==> config.mk <==
export PLATFORM = sky130hd
export DESIGN_NAME = pll_divider_and_vco_cap_search
export DESIGN_NICKNAME = d
export VERILOG_FILES = /design/src/rtl/pdvc_pkg.sv /design/src/rtl/pll_divider_and_vco_cap_search.sv
export SDC_FILE = /design/constraint.sdc
export NUM_CORES = 1
export LEC_CHECK = 0
export BUFFER_PORTS_ARGS = -buffer_cell sky130_fd_sc_hd__buf_2
export CAP_MARGIN = 10
export CORE_ASPECT_RATIO = 2
export CORE_MARGIN = 4
export CORE_UTILIZATION = 34
export DETAILED_ROUTE_END_ITERATION = 10
export PLACE_DENSITY = 0.57
export SLEW_MARGIN = 20
export SYNTH_ARGS = -nofsm -noshare
export SYNTH_HDL_FRONTEND = slang
export SYNTH_SLANG_ARGS = --single-unit
==> constraint.sdc <==
create_clock -name aclk -period 10.46 [get_ports aclk]
set_input_delay 2.092 -clock aclk [delete_from_list [all_inputs] [get_ports aclk]]
set_output_delay 2.092 -clock aclk [all_outputs]
set_load 0.05 [all_outputs]
==> src/rtl/pdvc_pkg.sv <==
// ----------------------------------------------------------------------------
// pdvc_pkg
// Widths, codes and band tables shared by the PLL divider / VCO cap search
// block and its port checker.
// ----------------------------------------------------------------------------
package pdvc_pkg;

    // field widths
    localparam int TARGET_W   = 32;
    localparam int BANK_W     = 7;
    localparam int COMP_W     = 2;
    localparam int STATUS_W   = 3;
    localparam int BAND_W     = 6;
    localparam int INT_W      = 9;
    localparam int FRAC_OUT_W = 23;
    localparam int CAP_OUT_W  = 6;
    localparam int ACT_W      = 32;
    localparam int REF_W      = 30;

    // stream words
    localparam int S_TDATA_W  = 48;
    localparam int S_PAD_W    = S_TDATA_W - TARGET_W - BANK_W - COMP_W;
    localparam int M_TDATA_W  = 88;
    localparam int M_PAD_W    = M_TDATA_W - BANK_W - BAND_W - INT_W - FRAC_OUT_W
                                - CAP_OUT_W - ACT_W;

    // x*f can reach 16 * 2^32
    localparam int XF_W       = TARGET_W + 4;

    localparam logic [REF_W-1:0] REF_RESET = REF_W'(26000000);

    localparam int CAP_STEPS_DEF = 64;
    localparam int FRAC_BITS_DEF = 23;

    localparam int NUM_BANDS = 16;

    localparam logic [TARGET_W-1:0] BAND_EDGE [NUM_BANDS+1] = '{
        32'd232500000,  32'd285625000,  32'd336875000,  32'd405000000,
        32'd465000000,  32'd571250000,  32'd673750000,  32'd810000000,
        32'd930000000,  32'd1142500000, 32'd1347500000, 32'd1620000000,
        32'd1860000000, 32'd2285000000, 32'd2695000000, 32'd3240000000,
        32'd3720000000
    };

    localparam logic [BAND_W-1:0] BAND_CODE [NUM_BANDS] = '{
        6'h27, 6'h2f, 6'h37, 6'h3f, 6'h26, 6'h2e, 6'h36, 6'h3e,
        6'h25, 6'h2d, 6'h35, 6'h3d, 6'h24, 6'h2c, 6'h34, 6'h3c
    };

    // opcodes (s_tuser)
    localparam logic OP_START = 1'b0;
    localparam logic OP_READ  = 1'b1;

    // comparator readings
    localparam logic [COMP_W-1:0] COMP_NORMAL  = 2'd0;
    localparam logic [COMP_W-1:0] COMP_LOW     = 2'd1;
    localparam logic [COMP_W-1:0] COMP_HIGH    = 2'd2;
    localparam logic [COMP_W-1:0] COMP_INVALID = 2'd3;

    // result status (m_tuser)
    localparam logic [STATUS_W-1:0] STAT_SWEEPING  = 3'd0;
    localparam logic [STATUS_W-1:0] STAT_DONE      = 3'd1;
    localparam logic [STATUS_W-1:0] STAT_OUT_BAND  = 3'd2;
    localparam logic [STATUS_W-1:0] STAT_BAD_READ  = 3'd3;
    localparam logic [STATUS_W-1:0] STAT_NO_WINDOW = 3'd4;
    localparam logic [STATUS_W-1:0] STAT_IGNORED   = 3'd5;

    // window tracking
    localparam logic [1:0] PH_ABOVE = 2'd0;
    localparam logic [1:0] PH_IN    = 2'd1;
    localparam logic [1:0] PH_BELOW = 2'd2;

endpackage

==> src/rtl/pll_divider_and_vco_cap_search.sv <==
// ----------------------------------------------------------------------------
// pll_divider_and_vco_cap_search
// Band lookup, fractional-N divider and actual frequency computation, then a
// VCO capacitor sweep that tracks the normal window and settles on its middle.
// ----------------------------------------------------------------------------
// Sequencing: a reading word or an out-of-band start gives its result in the
//   cycle after acceptance. An in-band start runs through S_DIV, S_MUL and
//   S_FIN: one restoring divider bit per cycle, then one shift-add multiply
//   step per reference bit, both on a single shared adder.
// Throughput: one word at a time; s_tready is low while busy or while a result
//   waits on the master side.
// Reset: synchronous, active low; no sweep active, reference back to 26 MHz.
module pll_divider_and_vco_cap_search
    import pdvc_pkg::*;
#(
    parameter int CAP_STEPS = CAP_STEPS_DEF,
    parameter int FRAC_BITS = FRAC_BITS_DEF
) (
    input  logic                 aclk,
    input  logic                 aresetn,
    // configuration: ref_clock_hz
    input  logic                 cfg_valid,
    output logic                 cfg_ready,
    input  logic [REF_W-1:0]     cfg_data,
    // input words
    input  logic                 s_tvalid,
    output logic                 s_tready,
    input  logic [S_TDATA_W-1:0] s_tdata,   // target_freq_hz, bank_base, comparator
    input  logic                 s_tuser,   // opcode
    // result words
    output logic                 m_tvalid,
    input  logic                 m_tready,
    output logic [M_TDATA_W-1:0] m_tdata,   // bank_out, band_select, int_divider,
                                            // frac_divider, cap_code, actual_freq_hz
    output logic [STATUS_W-1:0]  m_tuser    // status
);

    localparam int CAP_W     = (CAP_STEPS > 1) ? $clog2(CAP_STEPS) : 1;
    localparam int Q_W       = INT_W + FRAC_BITS;
    localparam int P_W       = Q_W + REF_W;
    localparam int ALU_W     = (REF_W + 1 > Q_W) ? REF_W + 1 : Q_W;
    localparam int DIV_STEPS = XF_W + FRAC_BITS;
    localparam int CNT_W     = $clog2(((DIV_STEPS > REF_W) ? DIV_STEPS : REF_W) + 1);
    localparam int SH_W      = $clog2(FRAC_BITS + 5);

    typedef enum logic [1:0] {S_IDLE, S_DIV, S_MUL, S_FIN} state_t;

    // input fields
    logic [TARGET_W-1:0] in_target;
    logic [BANK_W-1:0]   in_bank;
    logic [COMP_W-1:0]   in_comp;
    assign in_target = s_tdata[TARGET_W-1:0];
    assign in_bank   = s_tdata[TARGET_W +: BANK_W];
    assign in_comp   = s_tdata[TARGET_W+BANK_W +: COMP_W];

    // registers
    state_t              state_reg, state_next;
    logic [REF_W-1:0]    ref_reg, ref_next;
    logic                sweep_reg, sweep_next;
    logic [CAP_W-1:0]    cap_idx_reg, cap_idx_next;
    logic [1:0]          phase_reg, phase_next;
    logic [CAP_W-1:0]    win_start_reg, win_start_next;
    logic [CAP_W-1:0]    win_stop_reg, win_stop_next;
    logic [BAND_W-1:0]   held_band_reg, held_band_next;
    logic [INT_W-1:0]    held_int_reg, held_int_next;
    logic [FRAC_OUT_W-1:0] held_frac_reg, held_frac_next;
    logic [ACT_W-1:0]    held_act_reg, held_act_next;
    logic [BANK_W-1:0]   held_bank_reg, held_bank_next;
    logic [CNT_W-1:0]    cnt_reg, cnt_next;
    logic [XF_W-1:0]     xf_reg, xf_next;
    logic [REF_W-1:0]    rem_reg, rem_next;
    logic [Q_W-1:0]      q_reg, q_next;
    logic                ovf_reg, ovf_next;
    logic [Q_W-1:0]      hi_reg, hi_next;
    logic [REF_W-1:0]    lo_reg, lo_next;
    logic                m_valid_reg, m_valid_next;
    logic [STATUS_W-1:0] m_status_reg, m_status_next;
    logic [M_TDATA_W-1:0] m_data_reg, m_data_next;

    // shared adder
    logic [ALU_W-1:0]    alu_a, alu_b;
    logic                alu_sub;
    logic [ALU_W:0]      alu_sum;
    assign alu_sum = {1'b0, alu_a} + {1'b0, (alu_sub ? ~alu_b : alu_b)}
                     + {{ALU_W{1'b0}}, alu_sub};

    // band lookup
    logic                in_band;
    logic [3:0]          band_idx;
    logic [BAND_W-1:0]   band_code;
    logic [2:0]          band_k, held_k;

    always_comb begin
        band_idx = '0;
        for (int i = 0; i < NUM_BANDS; i++) begin
            if (in_target > BAND_EDGE[i]) band_idx = 4'(i);
        end
    end

    assign in_band   = (in_target > BAND_EDGE[0]) && (in_target <= BAND_EDGE[NUM_BANDS]);
    assign band_code = BAND_CODE[band_idx];
    assign band_k    = band_code[2:0] - 3'd3;
    assign held_k    = held_band_reg[2:0] - 3'd3;

    logic [REF_W-1:0]    ref_eff;
    assign ref_eff = (ref_reg == '0) ? REF_W'(1) : ref_reg;

    // datapath helpers
    logic [REF_W:0]      div_r2;
    logic                div_ok;
    logic [Q_W-1:0]      q_step;
    logic                ovf_step;
    logic [Q_W:0]        mul_t;
    logic [P_W-1:0]      prod, prod_sh;
    logic [SH_W-1:0]     sh_amt;
    logic [ACT_W-1:0]    act_val;
    logic [CAP_W:0]      mid_sum;
    logic [CAP_W-1:0]    cap_out;
    logic [CAP_W-1:0]    last_cap;

    assign div_r2   = {rem_reg, xf_reg[XF_W-1]};
    assign div_ok   = alu_sum[ALU_W];
    assign q_step   = {q_reg[Q_W-2:0], div_ok};
    assign ovf_step = ovf_reg | q_reg[Q_W-1];
    assign mul_t    = lo_reg[0] ? alu_sum[Q_W:0] : {1'b0, hi_reg};
    assign prod     = {hi_reg, lo_reg};
    assign sh_amt   = SH_W'(FRAC_BITS) + SH_W'(held_k);
    assign prod_sh  = prod >> sh_amt;
    assign act_val  = (|prod_sh[P_W-1:ACT_W]) ? '1 : prod_sh[ACT_W-1:0];
    assign last_cap = CAP_W'(CAP_STEPS - 1);

    always_comb begin
        alu_a   = '0;
        alu_b   = '0;
        alu_sub = 1'b0;
        case (state_reg)
            S_DIV: begin
                alu_a   = ALU_W'(div_r2);
                alu_b   = ALU_W'(ref_eff);
                alu_sub = 1'b1;
            end
            S_MUL: begin
                alu_a = ALU_W'(hi_reg);
                alu_b = ALU_W'(q_reg);
            end
            default: begin
            end
        endcase
    end

    always_comb begin
        state_next     = state_reg;
        ref_next       = ref_reg;
        sweep_next     = sweep_reg;
        cap_idx_next   = cap_idx_reg;
        phase_next     = phase_reg;
        win_start_next = win_start_reg;
        win_stop_next  = win_stop_reg;
        held_band_next = held_band_reg;
        held_int_next  = held_int_reg;
        held_frac_next = held_frac_reg;
        held_act_next  = held_act_reg;
        held_bank_next = held_bank_reg;
        cnt_next       = cnt_reg;
        xf_next        = xf_reg;
        rem_next       = rem_reg;
        q_next         = q_reg;
        ovf_next       = ovf_reg;
        hi_next        = hi_reg;
        lo_next        = lo_reg;
        m_valid_next   = m_valid_reg && !m_tready;
        m_status_next  = m_status_reg;
        m_data_next    = m_data_reg;
        mid_sum        = '0;
        cap_out        = '0;

        if (cfg_valid) ref_next = cfg_data;

        case (state_reg)
            S_IDLE: begin
                if (s_tvalid && s_tready) begin
                    if (s_tuser == OP_START) begin
                        sweep_next = 1'b0;
                        if (!in_band) begin
                            m_valid_next  = 1'b1;
                            m_status_next = STAT_OUT_BAND;
                            m_data_next   = M_TDATA_W'(in_bank);
                        end else begin
                            held_band_next = band_code;
                            held_bank_next = in_bank;
                            xf_next        = XF_W'(in_target) << band_k;
                            rem_next       = '0;
                            q_next         = '0;
                            ovf_next       = 1'b0;
                            cnt_next       = '0;
                            state_next     = S_DIV;
                        end
                    end else if (!sweep_reg) begin
                        m_valid_next  = 1'b1;
                        m_status_next = STAT_IGNORED;
                        m_data_next   = '0;
                    end else if (in_comp == COMP_INVALID) begin
                        sweep_next    = 1'b0;
                        m_valid_next  = 1'b1;
                        m_status_next = STAT_BAD_READ;
                        m_data_next   = {M_PAD_W'(0), held_act_reg, CAP_OUT_W'(cap_idx_reg),
                                         held_frac_reg, held_int_reg, held_band_reg,
                                         held_bank_reg};
                    end else begin
                        if (in_comp == COMP_LOW && phase_reg == PH_IN) begin
                            win_stop_next = cap_idx_reg - CAP_W'(1);
                            phase_next    = PH_BELOW;
                        end else if (in_comp == COMP_NORMAL && phase_reg == PH_ABOVE) begin
                            win_start_next = cap_idx_reg;
                            phase_next     = PH_IN;
                        end
                        m_valid_next = 1'b1;
                        if (cap_idx_reg >= last_cap) begin
                            sweep_next = 1'b0;
                            if (phase_next == PH_IN) win_stop_next = last_cap;
                            mid_sum = {1'b0, win_start_next} + {1'b0, win_stop_next};
                            if (phase_next == PH_ABOVE) begin
                                m_status_next = STAT_NO_WINDOW;
                                cap_out       = '0;
                            end else begin
                                m_status_next = STAT_DONE;
                                cap_out       = mid_sum[CAP_W:1];
                            end
                        end else begin
                            cap_idx_next  = cap_idx_reg + CAP_W'(1);
                            m_status_next = STAT_SWEEPING;
                            cap_out       = cap_idx_next;
                        end
                        m_data_next = {M_PAD_W'(0), held_act_reg, CAP_OUT_W'(cap_out),
                                       held_frac_reg, held_int_reg, held_band_reg,
                                       held_bank_reg};
                    end
                end
            end
            S_DIV: begin
                // restoring divide: (x*f << FRAC_BITS) / ref, one quotient bit a cycle
                xf_next  = {xf_reg[XF_W-2:0], 1'b0};
                rem_next = div_ok ? alu_sum[REF_W-1:0] : div_r2[REF_W-1:0];
                q_next   = q_step;
                ovf_next = ovf_step;
                cnt_next = cnt_reg + CNT_W'(1);
                if (cnt_reg == CNT_W'(DIV_STEPS - 1)) begin
                    // saturate integer part above its range
                    if (ovf_step) q_next = '1;
                    hi_next    = '0;
                    lo_next    = ref_eff;
                    cnt_next   = '0;
                    state_next = S_MUL;
                end
            end
            S_MUL: begin
                // shift-add: q * ref, one reference bit a cycle
                hi_next  = mul_t[Q_W:1];
                lo_next  = {mul_t[0], lo_reg[REF_W-1:1]};
                cnt_next = cnt_reg + CNT_W'(1);
                if (cnt_reg == CNT_W'(REF_W - 1)) state_next = S_FIN;
            end
            S_FIN: begin
                held_int_next  = q_reg[Q_W-1:FRAC_BITS];
                held_frac_next = FRAC_OUT_W'(q_reg[FRAC_BITS-1:0]);
                held_act_next  = act_val;
                sweep_next     = 1'b1;
                cap_idx_next   = '0;
                phase_next     = PH_ABOVE;
                win_start_next = '0;
                win_stop_next  = '0;
                m_valid_next   = 1'b1;
                m_status_next  = STAT_SWEEPING;
                m_data_next    = {M_PAD_W'(0), act_val, CAP_OUT_W'(0),
                                  FRAC_OUT_W'(q_reg[FRAC_BITS-1:0]),
                                  q_reg[Q_W-1:FRAC_BITS], held_band_reg, held_bank_reg};
                state_next     = S_IDLE;
            end
            default: begin
                state_next = S_IDLE;
            end
        endcase
    end

    always_ff @(posedge aclk) begin
        if (!aresetn) begin
            state_reg   <= S_IDLE;
            ref_reg     <= REF_RESET;
            sweep_reg   <= 1'b0;
            cap_idx_reg <= '0;
            phase_reg   <= PH_ABOVE;
            cnt_reg     <= '0;
            m_valid_reg <= 1'b0;
        end else begin
            state_reg   <= state_next;
            ref_reg     <= ref_next;
            sweep_reg   <= sweep_next;
            cap_idx_reg <= cap_idx_next;
            phase_reg   <= phase_next;
            cnt_reg     <= cnt_next;
            m_valid_reg <= m_valid_next;
        end
        win_start_reg <= win_start_next;
        win_stop_reg  <= win_stop_next;
        held_band_reg <= held_band_next;
        held_int_reg  <= held_int_next;
        held_frac_reg <= held_frac_next;
        held_act_reg  <= held_act_next;
        held_bank_reg <= held_bank_next;
        xf_reg        <= xf_next;
        rem_reg       <= rem_next;
        q_reg         <= q_next;
        ovf_reg       <= ovf_next;
        hi_reg        <= hi_next;
        lo_reg        <= lo_next;
        m_status_reg  <= m_status_next;
        m_data_reg    <= m_data_next;
    end

    assign cfg_ready = 1'b1;
    assign s_tready  = (state_reg == S_IDLE) && !m_valid_reg;
    assign m_tvalid  = m_valid_reg;
    assign m_tdata   = m_data_reg;
    assign m_tuser   = m_status_reg;

endmodule

# Yosys cells after proc, flatten, opt, wreduce, memory -nomap -nowiden

Memories as Yosys holds them, arrays and structs flattened.
Index checks and enable logic that the tools add are counted.

Memories: 1
Word-level logic and storage cells: 231
Input bits: 84
Register bits: 389
Output and inout bits: 94
Memory bits (read-only): 96

Shift-type cells: 2
Reductions and logical operators: 27
Equality and inequality tests: 19
Magnitude comparators: 19
Bitwise logic cells: 4
Mux-type cells: 128
Add/subtract/negate cells: 9

Memories:

| memory           | words | width | rd ports | clocked after memory_dff | write ports | RTL line                              | RTL |
|---|---|---|---|---|---|---|---|
| (name not given) | 16    | 6     | 1        | 0                        | 0           | pll_divider_and_vco_cap_search.sv:101 | `assign band_code = BAND_CODE[band_idx];` |

Operator list:

| kind                                                  | number |
|---|---|
| two-way mux 88 bit                                    | 3 |
| two-way mux 32 bit                                    | 8 |
| one-hot mux 32 bit (2 select lines)                   | 4 |
| two-way mux 6 bit                                     | 37 |
| two-way mux 30 bit                                    | 6 |
| one-hot mux 88 bit (2 select lines)                   | 1 |
| > comparator 32 x 29 -> 1 bit (second input constant) | 4 |
| > comparator 32 x 30 -> 1 bit (second input constant) | 4 |
| > comparator 32 x 31 -> 1 bit (second input constant) | 4 |
| one-hot mux 30 bit (2 select lines)                   | 2 |
| two-way mux 36 bit                                    | 3 |
| > comparator 32 bit (second input constant)           | 3 |
| two-way mux 83 bit                                    | 1 |
| one-hot mux 36 bit (2 select lines)                   | 1 |
| right shift 62 x 5 -> 62 bit                          | 1 |
| two-way mux 4 bit                                     | 14 |
| two-way mux 51 bit                                    | 1 |
| one-hot mux 6 bit (2 select lines)                    | 3 |
| left shift 32 x 3 -> 36 bit                           | 1 |
| adder 32 x 32 -> 33 bit                               | 1 |
| adder 33 x 1 -> 33 bit                                | 1 |
| two-way mux 33 bit                                    | 1 |
| > comparator 32 x 28 -> 1 bit (second input constant) | 1 |
| <= comparator 32 bit (second input constant)          | 1 |
| 37 further kinds                                      | 102 |

# Depth between registers and ports, before layout

Gate-level depths: netlist of the first run.

Depth in word-level cells: 26
Mapped depth: 21

# Least setup slack after synthesis of the first run

Ideal clock, no wire load.

Path kind: in2reg
From: input s_tdata[29]
To: register ovf_reg, enable pin
Stages: 9
Data required time: 9.871 ns
Data arrival time: 9.055 ns
Setup slack: 0.817 ns
Path buffers: 1
Library setup time: 0.589 ns
Cells stage by stage: buf_2 > nand4bb_1 > nor4b_2 > or3b_4 > a21oi_4 > a311oi_2 > a2111oi_4 > nor2_1 > a21oi_1

Word-level cells in the longest chain between the ends: 4
Elaborated cells between the ends (all ways): 5
Those cells by class: 2 x order compare; 1 x eq/ne; 2 x reduce/logical

RTL lines:

| what                                                                  | RTL line                              | RTL |
|---|---|---|
| from (decl)                                                           | pll_divider_and_vco_cap_search.sv:28  | `input logic [S_TDATA_W-1:0] s_tdata,` |
| > comparator 32 x 28 -> 1 bit or <= comparator 32 bit (tied branches) | pll_divider_and_vco_cap_search.sv:100 | `assign in_band = (in_target > BAND_EDGE[0]) && (in_target <= BAND_EDGE[NUM_BANDS]);` |
| logical AND 1 bit *                                                   | pll_divider_and_vco_cap_search.sv:100 |  |
| != test 2 bit (no source line) *                                      | -                                     |  |
| AND reduction 4 bit (no source line) *                                | -                                     |  |
| to (signal assigned)                                                  | pll_divider_and_vco_cap_search.sv:313 | `ovf_reg <= ovf_next;` |
| to (decl)                                                             | pll_divider_and_vco_cap_search.sv:73  | `logic ovf_reg, ovf_next;` |

Every way passes the cells marked *; elsewhere a longest branch is shown, timed or not.
A chain may end at the register's enable or synchronous reset.

# Worst setup path after layout of the first run

From: input s_tdata[19]
To: register xf_reg[12] (data pin)

Word-level cells in the longest chain between the ends: 26
Elaborated cells between the ends (all ways): 40
Those cells by class: 1 x add/sub; 15 x order compare; 1 x shift; 21 x mux; 1 x bitwise; 1 x memory

RTL lines:

| what                                                  | RTL line                              | RTL |
|---|---|---|
| > comparator 32 x 29 -> 1 bit                         | pll_divider_and_vco_cap_search.sv:96  | `if (in_target > BAND_EDGE[i]) band_idx = 4'(i);` |
| two-way mux 1 bit                                     | pll_divider_and_vco_cap_search.sv:96  |  |
| two-way mux 4 bit (14 in series)                      | pll_divider_and_vco_cap_search.sv:96  |  |
| NOT 4 -> 5 bit (implied by the code)                  | pll_divider_and_vco_cap_search.sv:101 |  |
| memory (16 x 6 bit)                                   | -                                     |  |
| two-way mux 6 bit (implied by the code) (2 in series) | pll_divider_and_vco_cap_search.sv:101 |  |
| subtractor 3 x 2 -> 3 bit                             | pll_divider_and_vco_cap_search.sv:102 | `assign band_k = band_code[2:0] - 3'd3;` |
| left shift 32 x 3 -> 36 bit *                         | pll_divider_and_vco_cap_search.sv:191 | `xf_next = XF_W'(in_target) << band_k;` |
| two-way mux 36 bit *                                  | pll_divider_and_vco_cap_search.sv:184 | `if (!in_band) begin` |
| two-way mux 36 bit *                                  | pll_divider_and_vco_cap_search.sv:182 | `if (s_tuser == OP_START) begin` |
| two-way mux 36 bit *                                  | pll_divider_and_vco_cap_search.sv:181 | `if (s_tvalid && s_tready) begin` |
| one-hot mux 36 bit (2 select lines) *                 | pll_divider_and_vco_cap_search.sv:179 | `case (state_reg)` |
| via xf_next[12]                                       | pll_divider_and_vco_cap_search.sv:70  | `logic [XF_W-1:0] xf_reg, xf_next;` |
| to (signal assigned)                                  | pll_divider_and_vco_cap_search.sv:310 | `xf_reg <= xf_next;` |
| to (decl)                                             | pll_divider_and_vco_cap_search.sv:70  |  |

Mark *: on every way through the listed nets, which the timed path passes. The rest lies on a longest branch. The select of a mux whose other input is x is not followed.

==> impl_metrics.yaml, run 1 <==
drt:
  vias_per_cell: 5.88
  drt_iter0_markers: 1659
  drc: 0
  finalWirelength_um: 76600
  wl_per_cell_um: 22.9
  dr.pass1.iters: 7
  num_vias: 19600
  antenna_left: 0
critical_path:
  slowest_stage: "nand3_1"
  crit_chain: "buf_2 > and2_1 > and3_1 > o211ai_1 > a211oi_2 > buf_4 > inv_1 > buf_4 > o22ai_1 > buf_4 > ha_2 > buf_4 > clkinv_1 > nand3_1 > o21ai_0 > or3_1 > o221ai_1"
  required_ns: 10.84
  cp-end-kind: "flip-flop"
  cp_slowest_stage_delay_ns: 0.60
  start_kind: "input port"
  crit_type: "input port to flip-flop"
  cp_max_fo: 61
  cp_common_cell: "buf_4"
  arrival_ns: 7.55
cells_and_area:
  diodes: 0
  area_delta_synth_final_pct: 11.3
  largest_reg_flops: 82
  postLayoutCoreUtil: 0.383
  fillers: 6820
  final_nets: 2556
  drive_above_1_share: 0.145
pwr:
  ir_worst_vdd_mv: 0.115
  p_leak_nw: 9.38
  p_seq_frac: 0.419
  internal-power_w: 0.00333
  power-per-cell-area_mw_per_mm2: 206
  p_switching_w: 0.00201
  swShare: 0.377
  power.total_w: 0.00534
  comb_power_share: 0.333
  clkPwrFrac: 0.248
yosys:
  synthFlopType: "edfxtp_1"
  synth_adder_area_share: 0.0274
  synth_area_mm2: 0.0234
  seq_area_frac_synth: 0.469
  synth-seq-cells: 381
  synth-simple-area-share: 0.186
  yosysUniqueCellTypes: 92
  synth-xor-area-share: 0.0142
  ys_warn_count: 0
  synth_top_family_by_area: "compound AO/OA/AOI/OAI gates"
  synth_compound_area_frac: 0.196
  syn_area_per_cell_um2: 9.76
  synthArstFlopShare: 0
  synth_cells: 2393
  synth.area.mux_share: 0.0635
  synth-edff-count: 333
timing:
  hold_viol_final: 0
  fin_crit_sh: 0.686
  tns_ns: 0
  rsz0062_at_grt: "false"
  worstMarginPinSlew_ns: 0.991
  setup_viol: 0
  setup_slack_ns: 3.29
  maxSlewHeadroom: 0.339
  fmax_ghz: 0.139
  finalClockSkew_ns: 0.0223
  min_period_ns: 7.17
  slew_viol_final: 0
clock_network:
  insertion_delay_ns: 0.56
  cts.repair.resized: 0
  cts.sinks: 381
  cts_buffer_depth: 3
  cts_inserted_buffers: 38
  cts_tree: "yes"
  cts.clk_slew.worst_paths_ns: 0.07
  post_cts.repair.setup_buffers: 0
  htreeDepth: 2
  postCtsHoldBufs: 0
  cts_root_buffer: "clkbuf_16"
grt:
  grt_first_pass_wirelength_um: 116000
  grt_pass1_vias: 19500
  grt.overflow.total: 0
  antenna_found_initial: 0
  grt_max_degree: 87
  gr-usage-all-layers: 0.200
floorplanning:
  core_region_area_mm2: 0.0679
  start_util: 0.344
  num_rows: 135
  die_h_um: 379
  ios: 178
  dieArea_mm2: 0.0732
  die_w_um: 193
outcome:
  status: "complete, no violations"
hold_path:
  hold_class: "flip-flop to flip-flop"
placed_design:
  post-place-ws_ns: 2.84
  globalplace.congestion: 0.953
  dp_hpwl_um: 55400
  port_buffers: 164
run:
  drv_cap: 0
[layout by cell type (no fill, tap or decap), types with 44 or more instances in the layout]
master and count:
edfxtp_1 333, nor2_1 254, nand2_1 236, buf_2 164, a21oi_1 140, a22o_1 104, o21ai_0 100, mux2i_1 74
nor3_1 64, nor2b_1 55, nand3_1 49, o211ai_1 49, dfxtp_1 48, ha_1 44
[routing by layer]
metal  global-route usage  share of wire  up-vias
li1                     -              -     9096
met4                0.150          0.089        0
met1                0.206           0.35     9548
met2                0.368           0.52      759
met3               0.0250          0.048      228
met5                    0              0        -
[cell type report]
type	count	area (um2)	area share
clock buffer	53	1060	0.0407
clock inverter	16	118	0.00453
inverter	42	158	0.00607
multi-input combinational	1761	11500	0.443
sequential	381	11000	0.422
tap	890	1110	0.0428
timing repair buffer	198	1080	0.0414
[logic make-up after synthesis]
logic type,after synthesis
other,2
DFF,381
adders and majority gates,50
buffers and inverters,255
and+or+nand+nor,892
muxes,126
xor gates and xnor gates,38
AOI/OAI and AO/OA,649
[final timing paths]
check | slack (ns) | endpoint | cells after the start | start
setup reg to reg | 4.14 | rem_reg[23]$_SDFFCE_PN0P_ | 18 | state_reg[0]$_SDFFE_PN0P_
hold reg to reg | 0.53 | m_tdata[16]$_DFFE_PP_ | 1 | held_int_reg[3]$_DFFE_PP_
hold / removal | 0.53 | m_tdata[16]$_DFFE_PP_ | 1 | held_int_reg[3]$_DFFE_PP_
setup / recovery | 3.29 | xf_reg[12]$_DFFE_PP_ | 17 | s_tdata[19]
[power by group through the flow]
stage | clock network, W | logic [W] | registers, W
after floorplan | 0 | 0.00107 | 0.00245
after global placement | 0 | 0.00175 | 0.00226
after detailed placement | 0 | 0.00178 | 0.00227
after CTS | 0.00136 | 0.00178 | 0.00224
after global routing | 0.00143 | 0.00193 | 0.00226
final | 0.00133 | 0.00178 | 0.00224
[Yosys cell counts (15+ instances only)]
cell      count  area, um2
o211ai_1     49        368
o22ai_1      16        100
buf_2        15       75.1
nor2_1      257        965
xnor2_1      22        193
or2_2        18        113
inv_1        41        154
nor3_1       64        320
clkbuf_1    166        623
and3_1       25        156
nand4_1      29        181
a31oi_1      23        144
ha_1         48        601
xor2_1       16        140
a22o_1      104        911
a21oi_1     141        706
o31ai_1      15        113
dfxtp_1      48        961
nand3_1      49        245
nor2b_1      56        350
o21ai_0     101        505
and2_1       24        150
buf_1        23       86.3
o311ai_0     33        289
nand2b_1     28        175
a21o_1       26        195
nor4_1       31        194
mux2_2       38        428
edfxtp_1    333      10000
or3_1        24        150
nand2_1     236        886
mux2i_1      74        741
[critical path, delay by kind of cell]
family | cells | cell delay, ns
AND/OR/NAND/NOR | 4 | 1.87
AO/OA/AOI/OAI | 5 | 1.27
adder cells (fa/ha/maj) | 1 | 0.20
buffers and inverters | 7 | 2.06
[stage by stage]
| step | cells | hold WS [ns] | instance area, um2 |
|---|---|---|---|
| after floorplan | 2397 | 0.468 | 23400 |
| after global placement | 3272 | 0.483 | 24800 |
| after detailed placement | 3272 | 0.505 | 24800 |
| after CTS | 3341 | 0.533 | 26000 |
| after global routing | 3341 | 0.538 | 26000 |
| final | 3341 | 0.528 | 26000 |
Note: power is estimated with default switching activity, not from simulation.
==> inputs of run 2 (changes only) <==
- clock period: 10.46 -> 7.2 ns (I/O delays scaled with it)
==> run 2 against run 1 <==
- core utilization increased by 0.28 points
- clock-buffer cell count decreased by 6
- sequential share of layout area decreased by 0.31 points
- combinational power increased by 47%
- highest routed layer unchanged
- critical endpoint is now rem_reg[15]$_SDFFCE_PN0P_
==> impl_metrics.yaml, run 2 (same netlist as run 1, synthesis figures left out) <==
pwr:
  ir_worst_vdd_mv: 0.209
  power-per-cell-area_mw_per_mm2: 302
  p_leak_nw: 9.48
grt:
  gr-usage-all-layers: 0.201
  antenna_found_initial: 0
  grt_pass1_vias: 19700
  grt.overflow.total: 0
  grt_max_degree: 100
  grt_first_pass_wirelength_um: 117000
critical_path:
  r2r-end: "rem_reg[15]$_SDFFCE_PN0P_"
  arrival_ns: 6.06
  required_ns: 7.59
  cp_max_fo: 32
  crit_type: "flip-flop to flip-flop"
  cp-end-kind: "flip-flop"
  timing.rr.start: "state_reg[1]$_SDFFE_PN0P_"
  start_kind: "flip-flop"
  reg2regPathDepth: 17
  r2r_slack_ns: 1.53
cells_and_area:
  diodes: 0
  multiInputGateArea_mm2: 0.0115
  postLayoutCoreUtil: 0.386
  final_common_cell: "edfxtp_1"
  fillers: 6738
  ff_latch_area_mm2: 0.0110
  area_delta_synth_final_pct: 12.1
  final_nets: 2569
  final_cell_mix: "333 x edfxtp_1, 254 x nor2_1, 236 x nand2_1"
  drive_above_1_share: 0.150
  largest_reg_flops: 82
timing:
  fin_crit_sh: 0.788
  maxSlewHeadroom: 0.289
  worstMarginPinSlew_ns: 1.06
  slew_viol_final: 0
  rsz0062_at_grt: "false"
  hold_viol_final: 0
  tns_ns: 0
  fmax_ghz: 0.176
  finalClockSkew_ns: 0.0285
  min_period_ns: 5.67
  holdWs_ns: 0.507
  setup_viol: 0
hold_path:
  min_to: "cnt_reg[5]$_SDFFE_PN0P_"
  whs_path_depth: 2
  min_from: "cnt_reg[5]$_SDFFE_PN0P_"
  hold_class: "flip-flop to flip-flop"
floorplanning:
  die_h_um: 379
  core_region_area_mm2: 0.0679
  num_rows: 135
  dieArea_mm2: 0.0732
  ios: 178
  start_util: 0.344
  die_w_um: 193
clock_network:
  htreeDepth: 2
  cts.clk_slew.worst_paths_ns: 0.06
  cts_inserted_buffers: 38
  cts.sinks: 381
  cts_buffer_depth: 3
  cts_root_buffer: "clkbuf_16"
  postCtsHoldBufs: 0
  cts.repair.resized: 0
  insertion_delay_ns: 0.58
  cts_tree: "yes"
  post_cts.repair.setup_buffers: 0
drt:
  drc: 0
  finalWirelength_um: 77600
  num_vias: 19700
  wl_per_cell_um: 23.1
  dr.pass1.iters: 7
  vias_per_cell: 5.89
  antenna_left: 0
  drt_iter0_markers: 1620
run:
  drv_cap: 0
placed_design:
  port_buffers: 164
  dp_hpwl_um: 56500
  globalplace.congestion: 0.943
outcome:
  status: "complete, no violations"
## run 2: layout make-up
| type | instances | share of cell area |
|---|---|---|
| Multi-Input combinational cell | 1761 | 0.439 |
| Timing Repair Buffer | 211 | 0.0458 |
| Sequential cell | 381 | 0.419 |
| Clock inverter | 23 | 0.00994 |
| Tap cell | 890 | 0.0425 |
| Clock buffer | 47 | 0.0380 |
| Inverter | 42 | 0.00602 |
## run 2: worst max path at each step
| stage | startpoint | end | slack (ns) | cells after the start |
|---|---|---|---|---|
| floorplan | state_reg[0]$_SDFFE_PN0P_ | m_tdata[0]$_DFFE_PP_ | 0.31 | 5 |
| global placement | s_tdata[0] | xf_reg[4]$_DFFE_PP_ | 1.52 | 13 |
| detailed placement | s_tdata[0] | xf_reg[32]$_DFFE_PP_ | 1.51 | 14 |
| CTS | state_reg[1]$_SDFFE_PN0P_ | rem_reg[23]$_SDFFCE_PN0P_ | 1.60 | 17 |
| global route | state_reg[1]$_SDFFE_PN0P_ | rem_reg[23]$_SDFFCE_PN0P_ | 1.22 | 17 |
| finish | state_reg[1]$_SDFFE_PN0P_ | rem_reg[15]$_SDFFCE_PN0P_ | 1.53 | 17 |
## run 2: stage by stage
step | worst slack [ns] | power, W | area [um2] | instances
global route | 1.22 | 0.00830 | 26200 | 3355
CTS | 1.60 | 0.00796 | 26200 | 3355
global placement | 1.52 | 0.00585 | 24900 | 3285
floorplan | 0.311 | 0.00509 | 23400 | 2397
detailed placement | 1.51 | 0.00590 | 24900 | 3285
finish | 1.53 | 0.00790 | 26200 | 3355
## run 2: per-layer routing
layer / routed length (um) / vias up / track usage
met5: 0 / - / 0
met4: 6120 / 0 / 0.141
met3: 3870 / 226 / 0.0240
met2: 41100 / 786 / 0.378
met1: 26500 / 9616 / 0.205
li1: - / 9117 / -
## run 2: worst max-delay path, stage by stage (launching register included)
cell,delay (ns)
dfxtp_1,0.45
inv_1,0.11
ha_1,0.65
inv_1,0.58
nor2_1,0.35
nor3_1,0.14
nand2_1,0.15
nand2_1,0.07
fa_1,0.42
nor2b_1,0.18
o2111ai_1,0.16
and4b_1,0.28
nor4_1,0.62
o21ba_2,0.28
o31a_1,0.33
buf_4,0.28
nand2_1,0.18
o22ai_1,0.26
## run 2: report_power, final
| part | internal [W] | total (W) | leakage (nW) | switching [W] |
|---|---|---|---|---|
| Sequential | 0.00299 | 0.00325 | 3.50 | 0.000257 |
| Combinational | 0.000784 | 0.00262 | 5.38 | 0.00183 |
| Clock | 0.00114 | 0.00204 | 0.601 | 0.000897 |
| Total | 0.00492 | 0.00790 | 9.48 | 0.00299 |
